===== config.mk =====
export PLATFORM = sky130hd
export DESIGN_NAME = cassette_tape_waveform_generator
export DESIGN_NICKNAME = d
export VERILOG_FILES = /design/src/rtl/ctwg_pkg.sv /design/src/rtl/ctwg_step.sv /design/src/rtl/cassette_tape_waveform_generator.sv
export SDC_FILE = /design/constraint.sdc
export NUM_CORES = 1
export LEC_CHECK = 0
export BUFFER_PORTS_ARGS = -buffer_cell sky130_fd_sc_hd__buf_2
export CORE_MARGIN = 2
export CORE_UTILIZATION = 55
export CTS_CLUSTER_DIAMETER = 60
export CTS_CLUSTER_SIZE = 25
export DETAILED_ROUTE_END_ITERATION = 10
export GPL_TIMING_DRIVEN = 0
export PLACE_DENSITY = 0.76
export REMOVE_ABC_BUFFERS = 1
export SETUP_SLACK_MARGIN = 0.05
export SYNTH_ARGS = -nofsm -noshare
export SYNTH_HDL_FRONTEND = slang
export SYNTH_HIERARCHICAL = 1
export SYNTH_SLANG_ARGS = --single-unit

===== constraint.sdc =====
create_clock -name i_clk -period 23.6 [get_ports i_clk]
set_input_delay 4.72 -clock i_clk [delete_from_list [all_inputs] [get_ports i_clk]]
set_output_delay 4.72 -clock i_clk [all_outputs]
set_load 0.005 [all_outputs]

===== src/rtl/ctwg_pkg.sv =====
// ----------------------------------------------------------------------------
// ctwg_pkg
// Types and constants shared by the cassette tape waveform generator.
// ----------------------------------------------------------------------------
`default_nettype none

package ctwg_pkg;

    typedef enum logic [1:0] {
        CMD_TICK    = 2'd0,
        CMD_SUPPLY  = 2'd1,
        CMD_END     = 2'd2,
        CMD_RESTART = 2'd3
    } t_cmd;

    typedef enum logic [1:0] {
        MODE_LOW250   = 2'd0,
        MODE_LOW500   = 2'd1,
        MODE_FSK      = 2'd2,
        MODE_RESERVED = 2'd3
    } t_speed;

    localparam logic REG_SPEED_MODE = 1'b0;
    localparam logic REG_SILENCE    = 1'b1;

    localparam logic [15:0] SILENCE_RESET = 16'd11025;

    typedef struct packed {
        logic [15:0] lead_left;
        logic [15:0] trail_left;
        logic [7:0]  shift_byte;
        logic [7:0]  bit_select;
        logic        current_bit;
        logic        half_phase;
        logic [5:0]  half_pos;
        logic [3:0]  fsk_left;
        logic [14:0] frac_err;
        logic        data_ended;
        logic [7:0]  held_byte;
        logic        held_valid;
        logic        end_signalled;
    } t_play_state;

    localparam t_play_state PLAY_STATE_RESET = '{
        lead_left:  SILENCE_RESET,
        trail_left: SILENCE_RESET,
        default:    '0
    };

    typedef struct packed {
        logic level;
        logic stalled;
        logic need_byte;
        logic done_res;
    } t_result;

endpackage

`default_nettype wire


===== src/rtl/ctwg_step.sv =====
// ----------------------------------------------------------------------------
// ctwg_step
// Next-state and result logic for one request: silence, low-speed
// clock-pulse cells and high-speed FSK half-cycles.
// ----------------------------------------------------------------------------
`default_nettype none

module ctwg_step (
    input  ctwg_pkg::t_play_state i_state,
    input  ctwg_pkg::t_cmd        i_cmd,
    input  logic [7:0]            i_data_byte,
    input  ctwg_pkg::t_speed      i_speed_mode,
    input  logic [15:0]           i_silence_len,
    output ctwg_pkg::t_play_state o_next,
    output ctwg_pkg::t_result     o_result
);
    import ctwg_pkg::*;

    localparam int          FSK_NUM      = 245;
    localparam int          FSK_DEN      = 22528;
    localparam logic [9:0]  CYC_ONE_HI   = 10'd378;
    localparam logic [9:0]  CYC_ZERO_HI  = 10'd771;
    localparam logic [9:0]  CYC_ONE_LO   = 10'd381;
    localparam logic [9:0]  CYC_ZERO_LO  = 10'd765;
    localparam int          FSK_MAX_Q    = (771 * FSK_NUM + FSK_DEN - 1) / FSK_DEN;
    localparam int          SCALED_W     = 18;
    localparam logic [5:0]  PULSE_LEN    = 6'd3;
    localparam logic [5:0]  HALF_SLOW    = 6'd44;
    localparam logic [5:0]  HALF_FAST    = 6'd22;
    localparam logic [7:0]  FIRST_BIT    = 8'h80;

    t_play_state         s;
    logic                produced;
    logic                lvl;
    logic                stalled;
    logic                done;
    logic [9:0]          fsk_cycles;
    logic [SCALED_W-1:0] scaled;
    logic [FSK_MAX_Q-1:0] q_ge;
    logic [3:0]          q;
    logic [14:0]         q_frac;
    logic [3:0]          q_samples;
    logic [5:0]          half_len;
    logic [5:0]          pos_inc;
    logic                sel_bit;
    logic                load_now;
    logic [7:0]          cur_byte;
    logic [7:0]          cur_mask;
    logic                cur_phase;

    // byte and half-cell as seen after a possible load on this tick
    always_comb begin
        load_now  = (i_state.bit_select == 8'd0) && i_state.held_valid;
        cur_byte  = load_now ? i_state.held_byte : i_state.shift_byte;
        cur_mask  = load_now ? FIRST_BIT : i_state.bit_select;
        cur_phase = load_now ? 1'b0 : i_state.half_phase;
    end

    // cycle count to samples; remainder carried in frac_err
    always_comb begin
        fsk_cycles = i_state.current_bit ? CYC_ONE_HI : CYC_ZERO_HI;
        if (cur_phase) begin
            fsk_cycles = sel_bit ? CYC_ONE_LO : CYC_ZERO_LO;
        end else begin
            fsk_cycles = sel_bit ? CYC_ONE_HI : CYC_ZERO_HI;
        end
        scaled = SCALED_W'(fsk_cycles) * SCALED_W'(FSK_NUM) + SCALED_W'(i_state.frac_err);
        for (int k = 0; k < FSK_MAX_Q; k++) begin
            q_ge[k] = (scaled >= SCALED_W'((k + 1) * FSK_DEN));
        end
        q         = 4'($countones(q_ge));
        q_frac    = 15'(scaled - SCALED_W'(q) * SCALED_W'(FSK_DEN));
        q_samples = (q == 4'd0) ? 4'd1 : q;
    end

    assign sel_bit = |(cur_byte & cur_mask);

    always_comb begin
        s        = i_state;
        produced = 1'b0;
        lvl      = 1'b0;
        stalled  = 1'b0;
        done     = 1'b0;
        half_len = (i_speed_mode == MODE_LOW250) ? HALF_SLOW : HALF_FAST;
        pos_inc  = 6'd0;

        unique case (i_cmd)
            CMD_SUPPLY: begin
                if (!s.held_valid && !s.end_signalled) begin
                    s.held_byte  = i_data_byte;
                    s.held_valid = 1'b1;
                end
            end
            CMD_END: begin
                s.end_signalled = 1'b1;
            end
            CMD_RESTART: begin
                s            = PLAY_STATE_RESET;
                s.lead_left  = i_silence_len;
                s.trail_left = i_silence_len;
            end
            CMD_TICK: begin
                if (s.lead_left != 16'd0) begin
                    s.lead_left = s.lead_left - 16'd1;
                    produced    = 1'b1;
                end else if (!s.data_ended && i_speed_mode != MODE_RESERVED) begin
                    if (s.bit_select == 8'd0) begin
                        if (s.held_valid) begin
                            s.current_bit = 1'b0;
                            s.half_phase  = 1'b0;
                            s.half_pos    = 6'd0;
                            s.fsk_left    = 4'd0;
                            s.shift_byte  = s.held_byte;
                            s.bit_select  = FIRST_BIT;
                            s.held_valid  = 1'b0;
                        end else if (s.end_signalled) begin
                            s.data_ended  = 1'b1;
                            s.shift_byte  = 8'd0;
                            s.current_bit = 1'b0;
                            s.half_phase  = 1'b0;
                            s.half_pos    = 6'd0;
                            s.fsk_left    = 4'd0;
                        end else begin
                            stalled  = 1'b1;
                            produced = 1'b1;
                        end
                    end
                    if (!produced && s.bit_select != 8'd0) begin
                        produced = 1'b1;
                        if (i_speed_mode == MODE_FSK) begin
                            if (s.fsk_left == 4'd0) begin
                                s.current_bit = sel_bit;
                                s.fsk_left    = q_samples;
                                s.frac_err    = q_frac;
                            end
                            lvl        = !s.half_phase;
                            s.fsk_left = s.fsk_left - 4'd1;
                            if (s.fsk_left == 4'd0) begin
                                if (!s.half_phase) begin
                                    s.half_phase = 1'b1;
                                end else begin
                                    s.half_phase = 1'b0;
                                    s.bit_select = s.bit_select >> 1;
                                end
                            end
                        end else begin
                            if (s.half_pos == 6'd0) begin
                                s.current_bit = sel_bit;
                            end
                            if (!s.half_phase) begin
                                lvl = (s.half_pos < PULSE_LEN);
                            end else begin
                                lvl = s.current_bit && (s.half_pos < PULSE_LEN);
                            end
                            pos_inc    = s.half_pos + 6'd1;
                            s.half_pos = pos_inc;
                            if (pos_inc >= half_len) begin
                                s.half_pos = 6'd0;
                                if (!s.half_phase) begin
                                    s.half_phase = 1'b1;
                                end else begin
                                    s.half_phase = 1'b0;
                                    s.bit_select = s.bit_select >> 1;
                                end
                            end
                        end
                    end
                end
                if (!produced) begin
                    if (s.trail_left != 16'd0) begin
                        s.trail_left = s.trail_left - 16'd1;
                    end else begin
                        done = 1'b1;
                    end
                end
            end
        endcase
    end

    assign o_next             = s;
    assign o_result.level     = lvl;
    assign o_result.stalled   = stalled;
    assign o_result.need_byte = !s.held_valid && !s.end_signalled;
    assign o_result.done_res  = done;

endmodule

`default_nettype wire


===== src/rtl/cassette_tape_waveform_generator.sv =====
// ----------------------------------------------------------------------------
// cassette_tape_waveform_generator
// Clock-pulse cassette tape waveform generator, one level per sample tick.
//
// Input stream: tuser carries the command (tick, supply byte, end, restart),
// tdata the payload byte. Only a tick request yields a result; the others
// update the holding register or playback state and yield nothing.
// Output stream: tdata = {need_byte, level}, tuser = {done_res, stalled}.
// Config channel: index 0 speed mode, index 1 silence length (the latter is
// loaded into the silence counters at restart or reset).
// A tick's result is registered in the result register, or in the skid
// register while the output is held. Throughput: one request per cycle
// while tready is high; all work sits between the state registers and
// the result register. Reset: speed mode 0, silence length 11025, playback
// state at its reset value, output empty. A stalled receiver is absorbed
// by a one-entry skid stage; tready drops only while that stage is occupied.
// ----------------------------------------------------------------------------
`default_nettype none

module cassette_tape_waveform_generator (
    input  logic        i_clk,
    input  logic        i_rst_n,
    input  logic        s_axis_tvalid,
    output logic        s_axis_tready,
    input  logic [7:0]  s_axis_tdata,   // [7:0] data_byte
    input  logic [1:0]  s_axis_tuser,   // [1:0] command
    output logic        m_axis_tvalid,
    input  logic        m_axis_tready,
    output logic [7:0]  m_axis_tdata,   // [0] level, [1] need_byte, [7:2] zero
    output logic [1:0]  m_axis_tuser,   // [0] stalled, [1] done_res
    input  logic        i_cfg_valid,
    output logic        o_cfg_ready,
    input  logic        i_cfg_index,
    input  logic [15:0] i_cfg_data
);
    import ctwg_pkg::*;

    t_speed      r_speed_mode;
    logic [15:0] r_silence_len;
    t_play_state r_state;
    t_play_state n_state;
    t_result     n_result;
    logic        r_out_valid;
    t_result     r_out;
    logic        r_skid_valid;
    t_result     r_skid;
    logic        in_accept;
    logic        res_valid;
    t_cmd        cmd;

    assign cmd           = t_cmd'(s_axis_tuser);
    assign s_axis_tready = !r_skid_valid;
    assign in_accept     = s_axis_tvalid && s_axis_tready;
    assign res_valid     = in_accept && (cmd == CMD_TICK);
    assign o_cfg_ready   = 1'b1;

    ctwg_step u_step (
        .i_state       (r_state),
        .i_cmd         (cmd),
        .i_data_byte   (s_axis_tdata),
        .i_speed_mode  (r_speed_mode),
        .i_silence_len (r_silence_len),
        .o_next        (n_state),
        .o_result      (n_result)
    );

    always_ff @(posedge i_clk) begin
        if (!i_rst_n) begin
            r_speed_mode  <= MODE_LOW250;
            r_silence_len <= SILENCE_RESET;
        end else if (i_cfg_valid && o_cfg_ready) begin
            unique case (i_cfg_index)
                REG_SPEED_MODE: r_speed_mode  <= t_speed'(i_cfg_data[1:0]);
                REG_SILENCE:    r_silence_len <= i_cfg_data;
            endcase
        end
    end

    always_ff @(posedge i_clk) begin
        if (!i_rst_n) begin
            r_state <= PLAY_STATE_RESET;
        end else if (in_accept) begin
            r_state <= n_state;
        end
    end

    always_ff @(posedge i_clk) begin
        if (!i_rst_n) begin
            r_out_valid  <= 1'b0;
            r_skid_valid <= 1'b0;
        end else if (!r_out_valid || m_axis_tready) begin
            if (r_skid_valid) begin
                r_out_valid  <= 1'b1;
                r_skid_valid <= 1'b0;
            end else begin
                r_out_valid  <= res_valid;
            end
        end else if (res_valid) begin
            r_skid_valid <= 1'b1;
        end
    end

    always_ff @(posedge i_clk) begin
        if (!r_out_valid || m_axis_tready) begin
            r_out <= r_skid_valid ? r_skid : n_result;
        end else if (res_valid) begin
            r_skid <= n_result;
        end
    end

    assign m_axis_tvalid = r_out_valid;
    assign m_axis_tdata  = {6'd0, r_out.need_byte, r_out.level};
    assign m_axis_tuser  = {r_out.done_res, r_out.stalled};

endmodule

`default_nettype wire


-- After elaboration in Yosys (flattened, before gate mapping)
Cells that the tools add are included.
W data, S select, Z words.
- bits in registers: 114
- input bits: 32
- output and inout bits: 13
- $add $sub $neg: 14
- multipliers: 2
- order comparisons: 11
- eq/ne operators: 18
- multiplexer cells: 80
- bitwise operators: 4
- reduce and logical (&&, ||, !) cells: 42
- operators with widths (kind ; count):
    $pmux W76 S2 ; 1
    $mux W19 ; 7
    $mux W28 ; 4
    $mux W44 ; 2
    $ge A18 B18 Y1 const B ; 4
    $mux W8 ; 8
    $ge A18 B17 Y1 const B ; 3
    $mux W16 ; 3
    $mux W10 ; 4
    $mux W1 ; 39
    $mux W35 ; 1
    $reduce_bool A16 Y1 ; 2
    $sub A16 B1 Y16 const B ; 2
    $mux W12 ; 2
    $add A18 B15 Y18 ; 1
    $ge A18 B15 Y1 const B ; 1
    $ge A18 B16 Y1 const B ; 1
    $mul A10 B8 Y18 const B ; 1
    $ne A2 B1 Y1 const B ; 8
    $pmux W8 S2 ; 1
    $sub A15 B15 Y15 ; 1
    $reduce_and A7 Y1 ; 2
    $add A4 B4 Y4 ; 3
    $logic_not A4 Y1 ; 3
    other kinds (33) ; 67

-- Logic depth before layout (Yosys ltp)
Gate-level depths: netlist of run 1.
- depth in word-level cells: 30
- gate-level depth with buffers: 42
- gate-level depth less buffers: 41

-- Cells and area by module
The synthesis of run 1 kept the hierarchy.
- by module, submodules not included (module ; times used ; cells each ; area each (µm²) ; sequential area each (µm²)):
    ctwg_step ; 1 ; 823 ; 5536.6 ; 0.0
    cassette_tape_waveform_generator ; 1 ; 484 ; 4401.7 ; 2362.3

-- Worst setup path after synthesis of run 1
OpenSTA, ideal clock, no wires.
- path type: flip-flop to flip-flop
- start point: register r_state[39] (netlist bit)
- end point: register r_state[36] (netlist bit)
- setup time: 0.122 ns
- data arrival time: 10.153 ns
- data required time: 23.478 ns
- slack: 13.325 ns
- cell stages (with the launch flop): 39
- buffers on the path: 1
- clock period less this slack: 10.275 ns
- cell sequence: dfxtp_1 -> nor4_2 -> and3_1 -> a221o_1 -> buf_2 -> inv_1 -> ha_1 -> inv_1 -> ha_1 -> ha_1 -> ha_1 -> inv_1 -> fa_1 -> inv_1 -> ha_1 -> inv_1 -> fa_1 -> nor2b_1 -> [3 not listed] -> o311a_1 -> nor2_1 -> a2111oi_0 -> fa_1 -> fa_1 -> fa_1 -> fa_1 -> fa_1 -> ha_1 -> nand3b_1 -> o311ai_0 -> a41oi_1 -> o21ai_1 -> nand3_1 -> mux2i_1 -> or3_1 -> nand2_1 -> a21boi_0
- RTL lines (element ; RTL line ; text):
    from (decl) ; cassette_tape_waveform_generator.sv:40 ; t_play_state r_state;
    from (signal assigned) ; cassette_tape_waveform_generator.sv:83 ; r_state <= n_state;

==> results of run 1 <==
## registers in the layout, indices dropped and copies added, names as in the netlist
register	flops
m_axis_tdata	2
m_axis_tuser	2
m_axis_tvalid	1
r_silence_len	16
r_skid	4
r_skid_valid	1
r_speed_mode	2
r_state	86
## cells in the mapped netlist (8+ instances only)
library cell / n / area share
o211ai_1: 15 / 0.011
fa_1: 22 / 0.044
nor3_1: 30 / 0.015
a21boi_2: 21 / 0.024
inv_1: 72 / 0.027
dfxtp_1: 106 / 0.21
edfxtp_1: 8 / 0.024
ha_1: 73 / 0.092
nand2_1: 300 / 0.11
a22oi_1: 28 / 0.021
mux2i_1: 14 / 0.014
nand3_1: 47 / 0.024
a22o_1: 16 / 0.014
o21ai_1: 24 / 0.012
a21oi_1: 51 / 0.026
xor2_1: 10 / 0.0088
xnor2_1: 16 / 0.014
buf_4: 22 / 0.017
a21boi_0: 58 / 0.044
nor2b_1: 9 / 0.0057
or4_1: 8 / 0.0060
clkbuf_1: 44 / 0.017
a21o_1: 10 / 0.0076
nor2_1: 58 / 0.022
buf_2: 9 / 0.0045
nor4_1: 12 / 0.0076
o21ai_0: 50 / 0.025
or3_1: 11 / 0.0069
## metrics by stage
stage	setup WS, ns	std cells	area [um2]	total power [W]
floorplan	13.11	1227	9470	0.000260
global placement	11.34	1493	9940	0.000282
detailed placement	11.25	1496	10000	0.000284
CTS	11.19	1528	10700	0.000564
global route	10.12	1528	10700	0.000584
finish	11.02	1528	10700	0.000564
## final timing paths
check,start,end,slack (ns),depth (start not counted)
worst max-delay path,r_state[39]$_SDFFE_PN0P_,r_state[44]$_SDFFE_PN0P_,11.02,37
worst min-delay path,r_silence_len[12]$_SDFFE_PN0P_,r_silence_len[12]$_SDFFE_PN0P_,0.46,2
worst max register to register,r_state[39]$_SDFFE_PN0P_,r_state[44]$_SDFFE_PN0P_,11.02,37
worst min register to register,r_silence_len[12]$_SDFFE_PN0P_,r_silence_len[12]$_SDFFE_PN0P_,0.46,2
## power by group through the flow
stage          clock network [W]  registers (W)  logic (W)
6_report                0.000282       0.000205  0.0000770
5_1_grt                 0.000293       0.000206  0.0000852
4_1_cts                 0.000283       0.000205  0.0000761
3_5_place_dp                   0       0.000209  0.0000754
3_3_place_gp                   0       0.000209  0.0000729
2_1_floorplan                  0       0.000208  0.0000525
## per-layer routing
metal | track usage | vias up
li1 | - | 4553
met1 | 0.348 | 4386
met2 | 0.417 | 325
met3 | 0.0367 | 54
met4 | 0.0859 | 0
met5 | 0 | -
## layout make-up
class	count	area, um2
fill	1583	7160
multi-input combinational	1040	6850
sequential	114	2360
clock buffer	19	475
tap	229	287
inverter	73	274
timing repair buffer	40	255
clock inverter	13	173
## cell families (layout without fill, tap and decap cells)
kind of cell / count (synthesis) / count (layout) / share of synthesized area
other: 3 / 8 / 0.00113
AND/OR/NAND/NOR: 533 / 533 / 0.246
flip-flops: 114 / 114 / 0.238
adder cells (fa/ha/maj): 95 / 95 / 0.136
buffers and inverters: 158 / 145 / 0.0768
multiplexers: 18 / 18 / 0.0186
XOR/XNOR: 27 / 27 / 0.0252
AO/OA/AOI/OAI: 359 / 359 / 0.258
## critical path, delay by kind of cell (launching register included)
kind | cells | cell delay (ns)
buffers and inverters | 5 | 0.66
AND/OR/NAND/NOR | 9 | 2.61
AO/OA/AOI/OAI | 10 | 3.78
adder cells (fa/ha/maj) | 13 | 5.01
flip-flops | 1 | 0.38
==> impl_metrics.ini, run 1 <==
[global_route]
grt_max_degree = 107
grt_use_total = 0.255
grt_pass1_wl_um = 41400
antenna_found_initial = 0
grt_pass1_vias = 8498
overflow = 0

[die]
num_io_pins = 45
die-area_mm2 = 0.0192
fp.dieW_um = 138
rows = 49
core_area_mm2 = 0.0178
die_y_um = 138
start_util = 0.557

[yosys]
async_flop_share = 0
ys_ff_latch = 114
syn_area_mm2 = 0.00994
postSynthAreaPerCell_um2 = 7.60
ys.flop_type = dfxtp_1
seq_area_frac_synth = 0.238
yosysUniqueCellTypes = 84
yosysWarnings = 6
synth-edff-count = 8
synth_cells = 1307

[detailed_routing]
drt_wl_total_um = 24400
dr.pass1.iters = 6
vias_per_cell = 6.10
drc = 0
wl_met2_um = 11400
wl_per_cell_um = 16.0
drtIter0Drc = 671
maxUsedRoutingLayer = met4
wl_met1_um = 11100
drtAntennaViolNets = 0
wl_met3_um = 1500
vias = 9318

[timing]
fin_tns_setup_ns = 0
rsz0062_at_grt = false
whs_ns = 0.465
final-setup-viol-count = 0
min_period_over_period = 0.533
skew_ns = 0.0213
fmax_mhz = 79.5
worst_pin_slew_ns = 1.26
maxSlewViolCount = 0
fin_crit_ns = 12.58
hold_viol = 0
relSlewSlack = 0.154

[critical_path]
worst-path-max-fanout = 14
cp_common_cell = fa_1
required_ns = 23.92
cpPeakStageDelay_ns = 0.74
cp-end-kind = flip-flop
cp_slowest_cell = nor4_2
path_class = reg2reg
startpoint_type = flip-flop
cp.arrival_ns = 12.90

[clock_network]
cts_max_path_buffers = 2
hold_buffers = 0
cts_tree = yes
cts_resized = 0
numCtsBuffers = 17
cts-root-buf = clkbuf_16
clk_pin_slew_ns = 0.06
post-cts-setup-buffers = 0
htreeDepth = 4
clk_latency_ns = 0.43
clock_sinks = 114

[pwr]
p_leak_nw = 4.13
p_int_w = 0.000409
irDropWorstVdd_mv = 0.0497
power_switching_w = 0.000155
clockPowerShare = 0.500
p_seq_frac = 0.364
power_density_mw_per_mm2 = 52.8
swShare = 0.275
pwr-share-comb = 0.137

[placement]
place_congestion = 0.897
hpwl_um = 15800
io_buffers = 37

[layout]
layout_common_cells = nand2_1 (300), dfxtp_1 (106), inv_1 (72), ha_1 (72)
layout-drive-gt1-share = 0.100
finish.utilization = 0.598
final_common_cell = nand2_1
num-nets-final = 1413
antennaDiodeCount = 0
area_growth_pct = 7.44

[flow_run]
drv_cap = 0

[hold_path]
worstHoldPathType = reg2reg

[outcome]
status = finished clean
Note: power is estimated with default switching activity, not from simulation.
==> run 2, diff against run 1 <==
--- a/config.mk
+++ b/config.mk
@@ -12,7 +12,7 @@
 export CTS_CLUSTER_SIZE = 25
 export DETAILED_ROUTE_END_ITERATION = 10
 export GPL_TIMING_DRIVEN = 0
-export PLACE_DENSITY = 0.76
+export PLACE_DENSITY = 0.79
 export REMOVE_ABC_BUFFERS = 1
 export SETUP_SLACK_MARGIN = 0.05
 export SYNTH_ARGS = -nofsm -noshare
==> constraint.sdc (replaced) <==
create_clock -name i_clk -period 11.3 [get_ports i_clk]
set_input_delay 2.26 -clock i_clk [delete_from_list [all_inputs] [get_ports i_clk]]
set_output_delay 2.26 -clock i_clk [all_outputs]
set_load 0.005 [all_outputs]
==> run 2 against run 1 <==
Net effect: critical endpoint unchanged; flip-flop and latch count did not move; highest routed layer unchanged; register-to-register slack got worse by 10 ns; worst setup slack worse by 10 ns; clock power up 95%; wire length increased by 0.21%; power up 100%; via count rose by 0.74%; fmax increased by 19%; final cell count is 0.46% higher; critical path depth stayed put; global-route usage shrank 0.38 points; clock skew decreased by 0.010 ns.
==> impl_metrics.ini, run 2 (same netlist as run 1, synthesis figures left out) <==
[layout]
layout-drive-gt1-share = 0.110
fin_cells = 1535
num-nets-final = 1420
area_growth_pct = 8.54
layout_common_cells = nand2_1 (299), dfxtp_1 (106), inv_1 (72), ha_1 (72)
largest_reg_flops = 86
reg.largest.list = r_state x86, r_silence_len x16, r_skid x4
antennaDiodeCount = 0
final_common_cell = nand2_1
largest_register = r_state

[outcome]
status = finished clean

[detailed_routing]
dr.pass1.iters = 6
drt_wl_total_um = 24500
vias = 9387
drtIter0Drc = 912
drtAntennaViolNets = 0
drc = 0
vias_per_cell = 6.12
wl_per_cell_um = 15.9

[critical_path]
cp.depth = 37
cp_slowest_cell = fa_1
cpPeakStageDelay_ns = 0.53
path_buf_inv = 5
ff2ff_path_depth = 37
cp-end-kind = flip-flop
endpoint = r_state[44]$_SDFFE_PN0P_
startpoint_type = flip-flop
path_class = reg2reg
r2r_slack_ns = 0.75
worstReg2RegStart = r_state[42]$_SDFFE_PN0P_
cp_common_cell = fa_1
crit_family = adder cells
startpoint = r_state[42]$_SDFFE_PN0P_
rr_endpoint = r_state[44]$_SDFFE_PN0P_
worst-path-max-fanout = 14
cp.arrival_ns = 10.85
required_ns = 11.60

[clock_network]
htreeDepth = 4
clock_sinks = 114
hold_buffers = 0
numCtsBuffers = 17
clk_pin_slew_ns = 0.06
cts_max_path_buffers = 2
cts_tree = yes
clk_latency_ns = 0.42
cts-root-buf = clkbuf_16

[timing]
skew_ns = 0.0110
maxSlewViolCount = 0
final.setup.worst_slack_ns = 0.747
whs_ns = 0.468
worst_pin_slew_ns = 1.33
relSlewSlack = 0.104
rsz0062_at_grt = false
min_period_over_period = 0.934
final-setup-viol-count = 0
hold_viol = 0
fmax_mhz = 94.8
fin_tns_setup_ns = 0
fin_crit_ns = 10.55

[placement]
dp.cells = 1496
hpwl_um = 16000
place_congestion = 0.895
io_buffers = 37
post-place-ws_ns = -0.833

[pwr]
p_leak_nw = 4.17
power_density_mw_per_mm2 = 106
irDropWorstVdd_mv = 0.105

[die]
fp.dieW_um = 138
num_io_pins = 45
start_util = 0.557
die_y_um = 138
core_area_mm2 = 0.0178
die-area_mm2 = 0.0192
rows = 49

[hold_path]
hold_depth = 2
worstHoldPathType = reg2reg

[global_route]
antenna_found_initial = 0
grt_pass1_wl_um = 41100
grt_max_degree = 107
overflow = 0
grt_use_total = 0.251
grt_pass1_vias = 8550

[flow_run]
drv_cap = 0
==> run 2: cell types whose count changed in the layout (fill, tap and decap cells not counted), moves of 2 or more <==
cell	before	now
nor4_4	0	2
clkbuf_1	0	3
buf_4	1	7
clkbuf_16	19	17
o21ai_2	0	2
o311ai_0	5	3
o21ai_1	24	22
nor4_2	3	1
==> run 2: worst min-delay path by stage <==
stage,slack (ns),end,start
2_1_floorplan,0.44,r_silence_len[11]$_SDFFE_PN1P_,r_silence_len[11]$_SDFFE_PN1P_
3_3_place_gp,0.45,r_silence_len[13]$_SDFFE_PN1P_,r_silence_len[13]$_SDFFE_PN1P_
3_5_place_dp,0.46,r_silence_len[12]$_SDFFE_PN0P_,r_silence_len[12]$_SDFFE_PN0P_
4_1_cts,0.47,r_silence_len[12]$_SDFFE_PN0P_,r_silence_len[12]$_SDFFE_PN0P_
5_1_grt,0.48,r_silence_len[15]$_SDFFE_PN0P_,r_silence_len[15]$_SDFFE_PN0P_
6_report,0.47,r_silence_len[12]$_SDFFE_PN0P_,r_silence_len[12]$_SDFFE_PN0P_
==> run 2: power by group <==
part / internal [W] / leakage (nW) / switching [W]
sequential: 0.000417 / 0.944 / 0.0000118
clock: 0.000354 / 0.292 / 0.000195
combinational: 0.0000620 / 2.93 / 0.000102
==> run 2: repair_timing <==
| item | 4_1_cts | 5_1_grt |
|---|---|---|
| pin swaps | 0 | 3 |
| gates resized for setup | 8 | 9 |
| gates cloned | 0 | 0 |
| setup buffers | 0 | 6 |
| hold endpoints to repair | 0 | 0 |
| endpoints found under the setup margin | 14 | 14 |
==> run 2: per-stage QoR <==
step	total power, W	cell area, um2	util
after floorplan	0.000543	9470	-
after global placement	0.000587	9940	0.557
after detailed placement	0.000594	10000	0.562
after CTS	0.00114	10700	0.598
after global routing	0.00119	10800	0.605
final	0.00114	10800	0.605
==> run 2: per-layer routing <==
layer / GRT usage / vias to the layer above / wire (um)
met2: 0.422 / 343 / 11500
met5: 0 / - / 0
met1: 0.337 / 4404 / 11000
li1: - / 4585 / -
met4: 0.0800 / 0 / 531
met3: 0.0339 / 55 / 1450
==> run 2: area by class of cell <==
type | count | area [um2]
timing repair buffer | 47 | 320
multi-input combinational | 1040 | 6940
sequential | 114 | 2360
clock inverter | 11 | 155
fill | 1544 | 7050
clock buffer | 21 | 450
inverter | 73 | 274
tap | 229 | 287
==> run 2: worst reg2reg max path, delay by kind of cell, from the launching register on <==
kind                     cells  cell delay, ns
adder cells (fa/ha/maj)     13            4.89
AO/OA/AOI/OAI               10            2.61
AND/OR/NAND/NOR              9            2.02
buffers and inverters        5            0.55
flip-flops                   1            0.39
